**src/rtl/core/assert_macros.svh**
```systemverilog
// Assertion macros shared by the RTL of the atomic memory operation unit.
// Has no dependencies; included by the files that carry assertions.
`ifndef ASSERT_MACROS_SVH
`define ASSERT_MACROS_SVH
`ifndef SYNTH
`define AMOU_ASSERT(label, clk, rst, prop, msg) \
  label: assert property (@(posedge clk) disable iff (rst) prop) else $error(msg);
`define AMOU_ASSERT_NEXT(label, clk, rst, cond, prop, msg) \
  label: assert property (@(posedge clk) disable iff (rst) cond |=> prop) else $error(msg);
`else
`define AMOU_ASSERT(label, clk, rst, prop, msg)
`define AMOU_ASSERT_NEXT(label, clk, rst, cond, prop, msg)
`endif
`endif

```
**src/rtl/core/amou_pkg.sv**
```systemverilog
// Shared types, constants and helpers of the atomic memory operation unit.
// No dependencies; used by amou_exec and atomic_memory_op_unit.
package amou_pkg;

  localparam int MEM_WORDS_LOG2 = 10;
  localparam int ADDR_W = 10;
  localparam int DATA_W = 32;
  localparam int WIDE_W = (MEM_WORDS_LOG2 > ADDR_W) ? MEM_WORDS_LOG2 : ADDR_W;

  localparam logic [2:0] OP_ADD  = 3'd0;
  localparam logic [2:0] OP_SWAP = 3'd1;
  localparam logic [2:0] OP_OR   = 3'd2;
  localparam logic [2:0] OP_LR   = 3'd3;
  localparam logic [2:0] OP_SC   = 3'd4;

  localparam logic [2:0] WIDTH_WORD   = 3'h2;
  localparam logic [2:0] WIDTH_DOUBLE = 3'h3;

  localparam logic [DATA_W-1:0] SC_FAIL = '1;

  typedef logic [MEM_WORDS_LOG2-1:0] mem_idx_t;

  typedef struct packed {
    logic              ill;
    logic              mem_we;
    logic [DATA_W-1:0] wdata;
    logic [DATA_W-1:0] value;
    logic              set_res;
    logic              clr_res;
  } amou_exec_t;

  // The address wraps when the memory is smaller than the address range.
  function automatic mem_idx_t to_index(input logic [ADDR_W-1:0] addr);
    logic [WIDE_W-1:0] wide;
    wide = WIDE_W'(addr);
    return wide[MEM_WORDS_LOG2-1:0];
  endfunction

endpackage

```
**src/rtl/core/amou_exec.sv**
```systemverilog
// Operation decode, legality check and word combine for one atomic operation.
// Depends on amou_pkg.
module amou_exec (
  input  logic [2:0]                   func,
  input  logic [2:0]                   width_code,
  input  logic                         base_is_zero,
  input  logic                         source_is_zero,
  input  logic [amou_pkg::DATA_W-1:0]  old_word,
  input  logic [amou_pkg::DATA_W-1:0]  operand,
  input  logic                         res_hit,
  output amou_pkg::amou_exec_t         res
);

  logic width_ok;

  assign width_ok = (width_code == amou_pkg::WIDTH_WORD) ||
                    (width_code == amou_pkg::WIDTH_DOUBLE);

  always_comb begin
    res = '0;
    case (func)
      amou_pkg::OP_ADD: begin
        res.ill    = base_is_zero;
        res.mem_we = 1'b1;
        res.wdata  = old_word + operand;
        res.value  = old_word;
      end
      amou_pkg::OP_SWAP: begin
        res.ill    = base_is_zero;
        res.mem_we = 1'b1;
        res.wdata  = operand;
        res.value  = old_word;
      end
      amou_pkg::OP_OR: begin
        res.ill    = base_is_zero;
        res.mem_we = 1'b1;
        res.wdata  = old_word | operand;
        res.value  = old_word;
      end
      amou_pkg::OP_LR: begin
        res.ill     = !width_ok || !source_is_zero;
        res.set_res = 1'b1;
        res.value   = old_word;
      end
      amou_pkg::OP_SC: begin
        res.ill     = !width_ok;
        res.clr_res = 1'b1;
        res.mem_we  = res_hit;
        res.wdata   = operand;
        res.value   = res_hit ? '0 : amou_pkg::SC_FAIL;
      end
      default: begin
        res.ill = 1'b1;
      end
    endcase
    // An illegal operation has no side effects and returns zero.
    if (res.ill) begin
      res.mem_we  = 1'b0;
      res.set_res = 1'b0;
      res.clr_res = 1'b0;
      res.value   = '0;
    end
  end

endmodule

```
**config.mk**
```make
export PLATFORM = sky130hd
export DESIGN_NAME = amou_exec
export DESIGN_NICKNAME = d
export VERILOG_FILES = /design/src/rtl/core/assert_macros.svh /design/src/rtl/core/amou_pkg.sv /design/src/rtl/core/amou_exec.sv
export SDC_FILE = /design/constraint.sdc
export NUM_CORES = 1
export LEC_CHECK = 0
export ABC_AREA = 1
export ABC_CLOCK_PERIOD_IN_PS = 1940
export BUFFER_PORTS_ARGS = -buffer_cell sky130_fd_sc_hd__buf_2
export CAP_MARGIN = 20
export CORE_MARGIN = 3
export CORE_UTILIZATION = 49
export DETAILED_ROUTE_END_ITERATION = 8
export PLACE_DENSITY = 0.81
export SKIP_LAST_GASP = 1
export SLEW_MARGIN = 20
export SYNTH_ARGS = -nofsm -noshare
export SYNTH_HDL_FRONTEND = slang
export SYNTH_SLANG_ARGS = --single-unit
```
**constraint.sdc**
```tcl
create_clock -name vclk -period 1.94
set_input_delay 0.388 -clock vclk [all_inputs]
set_output_delay 0.388 -clock vclk [all_outputs]
set_load 0.02 [all_outputs]
```
==> metrics, run 1 <==
status aborted with a tool error; Stopped at global routing (5_1_grt); stop err [ERROR DPL-0038] Utilization greater than 100%, impossible to legalize; grt repair worst endpoint res[63]; count of input and output buffers 140; Initial Util 51.7%; Ports 141; largest net degree at the start of global routing 22; Die H 97.5 µm; cts hold-fix bufs 0; Setup Slack @ Placement -0.475 ns; gate count after technology mapping about 810; Post-Syn Area 4100 µm²; Post-DP HPWL about 12 mm; unique cell type count in the Yosys netlist 27; Die X 97.5 µm; sequential area share after synthesis 0%; Worst EP kind top-level output; row cnt 32; final RePlAce weighted congestion 0.976; Mean Syn Cell Area around 5 µm²; Yosys warning count 0; Post-Syn Nets between 900 and 1000; Post-DP Area 5900 µm²
[synthesized netlist by cell type (all sizes together)]
cell type    n  area (µm²)
nand4        3        18.8
a21o         1        7.51
nor2        68         260
inv        187         702
nand2      298        1120
xnor2        3        26.3
o21bai       4        30.0
o2111ai      1        26.3
a21oi       74         483
nand3b       4        30.0
buf         10        82.6
nand3       55         275
o221ai       9        78.8
clkbuf       7        26.3
nor3         4        20.0
or2         11        68.8
fa           1        20.0
o21ai        3        15.0
o211ai       3        22.5
ha          63         788
[stage by stage]
step	cells	hold slack, ns
2_1_floorplan	809	0.929
3_3_place_gp	1128	1.14
3_5_place_dp	1128	1.14
4_1_cts	1158	1.11
[what timing repair did]
item / in CTS
resized for setup: 304
buffers inserted: 24
gates cloned: 6
pin swaps: 54
hold endpoints to repair: 0
endpoints found under the setup margin: 67
[kinds of logic after synthesis]
kind of cell | after synthesis | synth area share, %
XOR/XNOR | 3 | 0.641
AO/OA/AOI/OAI | 95 | 16.2
AND/OR/NAND/NOR | 443 | 43.7
buffers and inverters | 204 | 19.8
adder cells (fa/ha/maj) | 64 | 19.7
==> run 2: changes to the inputs <==
--- a/config.mk
+++ b/config.mk
@@ -6,13 +6,13 @@
 export NUM_CORES = 1
 export LEC_CHECK = 0
 export ABC_AREA = 1
-export ABC_CLOCK_PERIOD_IN_PS = 1940
+export ABC_CLOCK_PERIOD_IN_PS = 2520
 export BUFFER_PORTS_ARGS = -buffer_cell sky130_fd_sc_hd__buf_2
 export CAP_MARGIN = 20
 export CORE_MARGIN = 3
-export CORE_UTILIZATION = 49
+export CORE_UTILIZATION = 40
 export DETAILED_ROUTE_END_ITERATION = 8
-export PLACE_DENSITY = 0.81
+export PLACE_DENSITY_LB_ADDON = 0.15
 export SKIP_LAST_GASP = 1
 export SLEW_MARGIN = 20
 export SYNTH_ARGS = -nofsm -noshare
==> constraint.sdc (replaced) <==
create_clock -name vclk -period 2.52
set_input_delay 0.504 -clock vclk [all_inputs]
set_output_delay 0.504 -clock vclk [all_outputs]
set_load 0.02 [all_outputs]
==> metrics, run 2 <==
vias in the first global route 5077; area delta synth->final 67.5%; final period utilization 103%; per-cell routed wire length 12.7 µm; DRC viols 0; minimum clock period after layout 2.59 ns; met1 Usage GRT 34.1%; unique cell type count in the Yosys netlist 27; Diodes inserted 0; sequential area share after synthesis 0%; ranking of synthesized cells by area nand2_1 27%, ha_1 19%, inv_1 17%, nand3_1 6.7%, a21oi_2 6.4%; worst-path fanout max 4; data required time of the critical path around 2 ns; full die area 11500 µm²; Leak Pwr 3.96 nW; DRT iter0 DRCs 316; Mean Syn Cell Area 5.07 µm²; Reg area 0 µm²; P per Cell Area 221 nW/µm²; slew at the pin closest to its max-slew limit 0.276 ns; Total Routing Usage GR about a quarter; vias per cell 4.76; met2 Resource Use GR 39.4%; count leader, synth nand2_1; status finished, violations left; core area 9860 µm²; # clk buffers 0; slew margin rel. 81.6%; count of input and output buffers 140; Yosys warning count 0; DR pass1 iterations 5; Setup crit end kind output pin; share of cells above drive strength 1 48.9%; Routed Antenna Nets 0; Vias 5578; Post-DP HPWL 11.1 mm; slack of the critical path -0.0670 ns; Final Hold Vio Count 0; seq_cells 0; # nets final ~1200; placed cell count 1164; Ports 141; GR Layer Usage met3 1.38%; largest net degree at the start of global routing 37; final RePlAce weighted congestion just under 1; most common cell after layout, fill and taps aside nand2_1; Hold Crit Class input pin to output pin; Post-synth top cells 298 x nand2_1, 185 x inv_1, 66 x nor2_1, 63 x ha_1, 55 x nand3_1; Die H 107 µm; Post-Syn Nets 946; grt peak-use layer met2; gate count after technology mapping 809; Die X between 100 and 150 µm; first-pass GRT wire length 23.1 mm; GR Overflow Total 0; leading area contributor after synthesis nand2_1; RSZ-0062 raised after global routing true; post-route non-filler standard cell count 1173; Final Max Slew Viols 0; failing checks setup timing; top cell type's share of synthesized area between 20% and 30%; peak supply drop roughly 0.13 mV; Initial Util 41.6%; f_max roughly 390 MHz; cts hold-fix bufs 0; commonest non-fill, non-tap cells in the layout 220 x nand2_1, 147 x inv_1, 113 x buf_4; Setup Slack @ Placement -0.324 ns; row cnt 36; fillers 908; Crit Path Category input pin to output pin; Routed WL 14.9 mm; max_cap viols 0; final setup fails 14; Critical Path Start Type input pin; Critical Path AT 2.08 ns; Post-Syn Area roughly 4100 µm²; initial antenna violation count 0
run 2: cell counts after synthesis:
No cell type changed its count.
run 2: logic make-up (layout without fill, tap and decap cells):
group / Yosys count / in the layout / share of synthesized area (%)
AND/OR/NAND/NOR: 443 / 443 / 43.7
AO/OA/AOI/OAI: 95 / 95 / 16.2
buffers and inverters: 204 / 435 / 19.8
adder cells (fa/ha/maj): 64 / 64 / 19.7
XOR/XNOR: 3 / 3 / 0.641
run 2: final timing paths:
check / start / end / slack, ns / depth (start not counted)
worst max-delay path: old_word[1] / res[49] / -0.07 / 13
worst min-delay path: operand[31] / res[65] / 1.34 / 4
run 2: where the power goes:
part,total [mW],internal [mW],switching [mW]
Combinational,1.52,0.658,0.859
Sequential,0,0,0
Clock,0,0,0
Total,1.52,0.658,0.859
run 2: routing by layer:
layer | wire length (µm) | share of wire, %
met3 | 893 | 6.0
met1 | 6930 | 47
met2 | 6770 | 45
met5 | 0 | 0
met4 | 302 | 2.0
run 2: cell type report:
cell class | count | area [µm²] | area share [%]
multi-input cells | 605 | 4280 | 62.4
well taps | 133 | 166 | 2.42
repair buffers | 248 | 1710 | 24.9
inverters | 187 | 707 | 10.3
run 2: worst max-delay path: stages:
cell,delay (ns)
buf_2,0.11
buf_4,0.13
ha_2,0.18
nor2_1,0.14
nand2_1,0.09
nand3_1,0.12
nand2_2,0.08
nand2_2,0.09
nand2_4,0.07
or2_2,0.27
nand3_1,0.09
nand2_1,0.07
buf_4,0.15
run 2: timing repair:
action                                  in CTS  in global routing
endpoints found under the setup margin      28                 27
setup buffers                                3                  6
resized for setup                          128                179
pin swaps                                   20                 54
run 2: metrics by stage:
stage / area, µm² / TNS (ns) / total power [mW] / hold WS [ns] / utilization [%]
4_1_cts: 6220 / -0.324 / 1.32 / 1.36 / 63.0
6_report: 6870 / -0.470 / 1.52 / 1.34 / 69.6
5_1_grt: 6870 / -2.90 / 1.66 / 1.37 / 69.6
2_1_floorplan: 4100 / 0 / 0.700 / 1.16 / -
3_3_place_gp: 5630 / -4.94 / 1.15 / 1.37 / 57.1
3_5_place_dp: 5630 / -5.43 / 1.16 / 1.37 / 57.1
Power figures use the tool's default switching activity.
==> run 3: changes to the inputs <==
--- a/config.mk
+++ b/config.mk
@@ -5,7 +5,6 @@
 export SDC_FILE = /design/constraint.sdc
 export NUM_CORES = 1
 export LEC_CHECK = 0
-export ABC_AREA = 1
 export ABC_CLOCK_PERIOD_IN_PS = 2520
 export BUFFER_PORTS_ARGS = -buffer_cell sky130_fd_sc_hd__buf_2
 export CAP_MARGIN = 20
==> metrics, run 3 <==
ranking of synthesized cells by area ha_1 22%, inv_1 7.6%, a21boi_0 6.8%, nor2_1 6.3%, a21oi_1 5.2%; DRC viols 0; switching share of power 51.7%; gate count after technology mapping ~540; core area 8380 µm²; Post-DP Area 5620 µm²; DRT iter0 DRCs 231; P per Cell Area 249 nW/µm²; Final Max Slew Viols 0; share of cells above drive strength 1 a little over half; Routed Antenna Nets 0; Die X 99.9 µm; minimum clock period after layout 3.36 ns; failing checks setup timing; seq_cells 0; sequential area share after synthesis 0%; top cell type's share of synthesized area 22.3%; Critical Path Start Type input pin; vias in the first global route around 5300; first-pass GRT wire length ~25 mm; largest net degree at the start of global routing 40; Yosys warning count 0; Critical Path AT 2.86 ns; CP max stage delay 0.52 ns; Post-Syn Area approximately 3500 µm²; Leak Pwr approximately 3.4 nW; most common cell after layout, fill and taps aside buf_4; unique cell type count in the Yosys netlist 69; final setup fails 27; count leader, synth inv_1; count of input and output buffers 140; leading area contributor after synthesis ha_1; max_cap viols 0; Initial Util 42.1%; Ports between 100 and 150; Final Hold Vio Count 0; slew margin rel. around 66%; Setup crit end kind output pin; cells along the critical path buf_8 -> ha_4 -> inv_2 -> fa_2 -> nor2b_4 -> o211ai_4 -> a211oi_2 -> or4b_4 -> a32oi_4 -> o41ai_2 -> xnor2_1 -> o221ai_2 -> buf_4; Reg area 0 µm²; switching power 0.855 mW; per-cell routed wire length roughly 18 µm; CP bufs+invs 3; crit path max-delay cell type or4b_4; full die area 9980 µm²; slew at the pin closest to its max-slew limit 0.498 ns; peak supply drop 0.147 mV; Post-Syn Nets 676; Mean Syn Cell Area 6.55 µm²; Routed WL 16.0 mm; Crit Path Category input pin to output pin; # nets final 948; DR pass1 iterations 5; worst-path fanout max 3; status finished, violations left; final RePlAce weighted congestion around 1; initial antenna violation count 0; combinational share of power 100.0%; area delta synth->final 88.7%; Die H approximately 100 µm; Total Neg Setup Slack -16.71 ns; final period utilization 133%; data required time of the critical path 2.02 ns; kind of cell adding the most delay to the critical path compound AO/OA/AOI/OAI gates; slack of the critical path -0.842 ns; Total Routing Usage GR between 20 and 30%; Post-DP HPWL 11.2 mm; commonest non-fill, non-tap cells in the layout 166 x buf_4, 93 x buf_2, 58 x nor2_1; Post-synth top cells 71 x inv_1, 63 x ha_1, 59 x nor2_1, 43 x nand2_1, 37 x a21oi_1; GR Overflow Total 0; Clock power frac 0%; # clk buffers 0; Diodes inserted 0; vias per cell 5.70; post-layout instance area around 6700 µm²; internal power 0.800 mW; row cnt 33; Hold Crit Class input pin to output pin; RSZ-0062 raised after global routing true; Vias 5211; fillers 593; total power between 1.5 and 2 mW; f_max 297 MHz; Seq pwr share 0%
[run 3: cell type report]
cell class / instances / area, µm² / share of cell area (%)
inverters: 72 / 313 / 4.70
multi-input cells: 436 / 3960 / 59.5
well taps: 105 / 131 / 1.97
repair buffers: 301 / 2250 / 33.8
[run 3: kinds of logic after synthesis]
family,share of synthesized area (%)
AO/OA/AOI/OAI,38.1
AND/OR/NAND/NOR,20.7
buffers and inverters,11.3
adder cells (fa/ha/maj),22.9
XOR/XNOR,6.21
multiplexers,0.851
[run 3: path summary, 6_finish.rpt]
path  slack, ns  depth (start not counted)        from      end
max       -0.84                         13  operand[0]  res[64]
min        1.33                          4  operand[9]  res[43]
[run 3: power by group through the flow]
stage	logic (mW)	clock network (mW)	registers, mW
floorplan	0.767	0	0
global placement	1.27	0	0
detailed placement	1.30	0	0
CTS	1.49	0	0
global route	1.77	0	0
finish	1.65	0	0
[run 3: through the flow]
step	cells	setup slack [ns]	hold slack [ns]	utilization (%)
floorplan	539	-0.519	1.16	-
global placement	889	-0.872	1.35	67.1
detailed placement	889	-0.945	1.37	67.1
CTS	908	-0.763	1.33	74.9
global route	914	-0.898	1.35	79.4
finish	914	-0.842	1.33	79.4
[run 3: timing repair]
| item | in CTS | in global routing |
|---|---|---|
| setup endpoints to repair | 29 | 30 |
| gates resized for setup | 124 | 82 |
| hold buffers | 0 | 0 |
| pin swaps | 57 | 52 |
| setup buffers | 22 | 9 |
| endpoints found under the hold margin | 0 | 0 |
[run 3: routing by layer]
metal / vias to the layer above / share of wire, % / GRT usage, %
met5: - / 0 / 0
li1: 2437 / - / -
met3: 48 / 5.5 / 2.36
met4: 0 / 2.6 / 8.82
met2: 239 / 52 / 55.9
met1: 2487 / 40 / 35.7
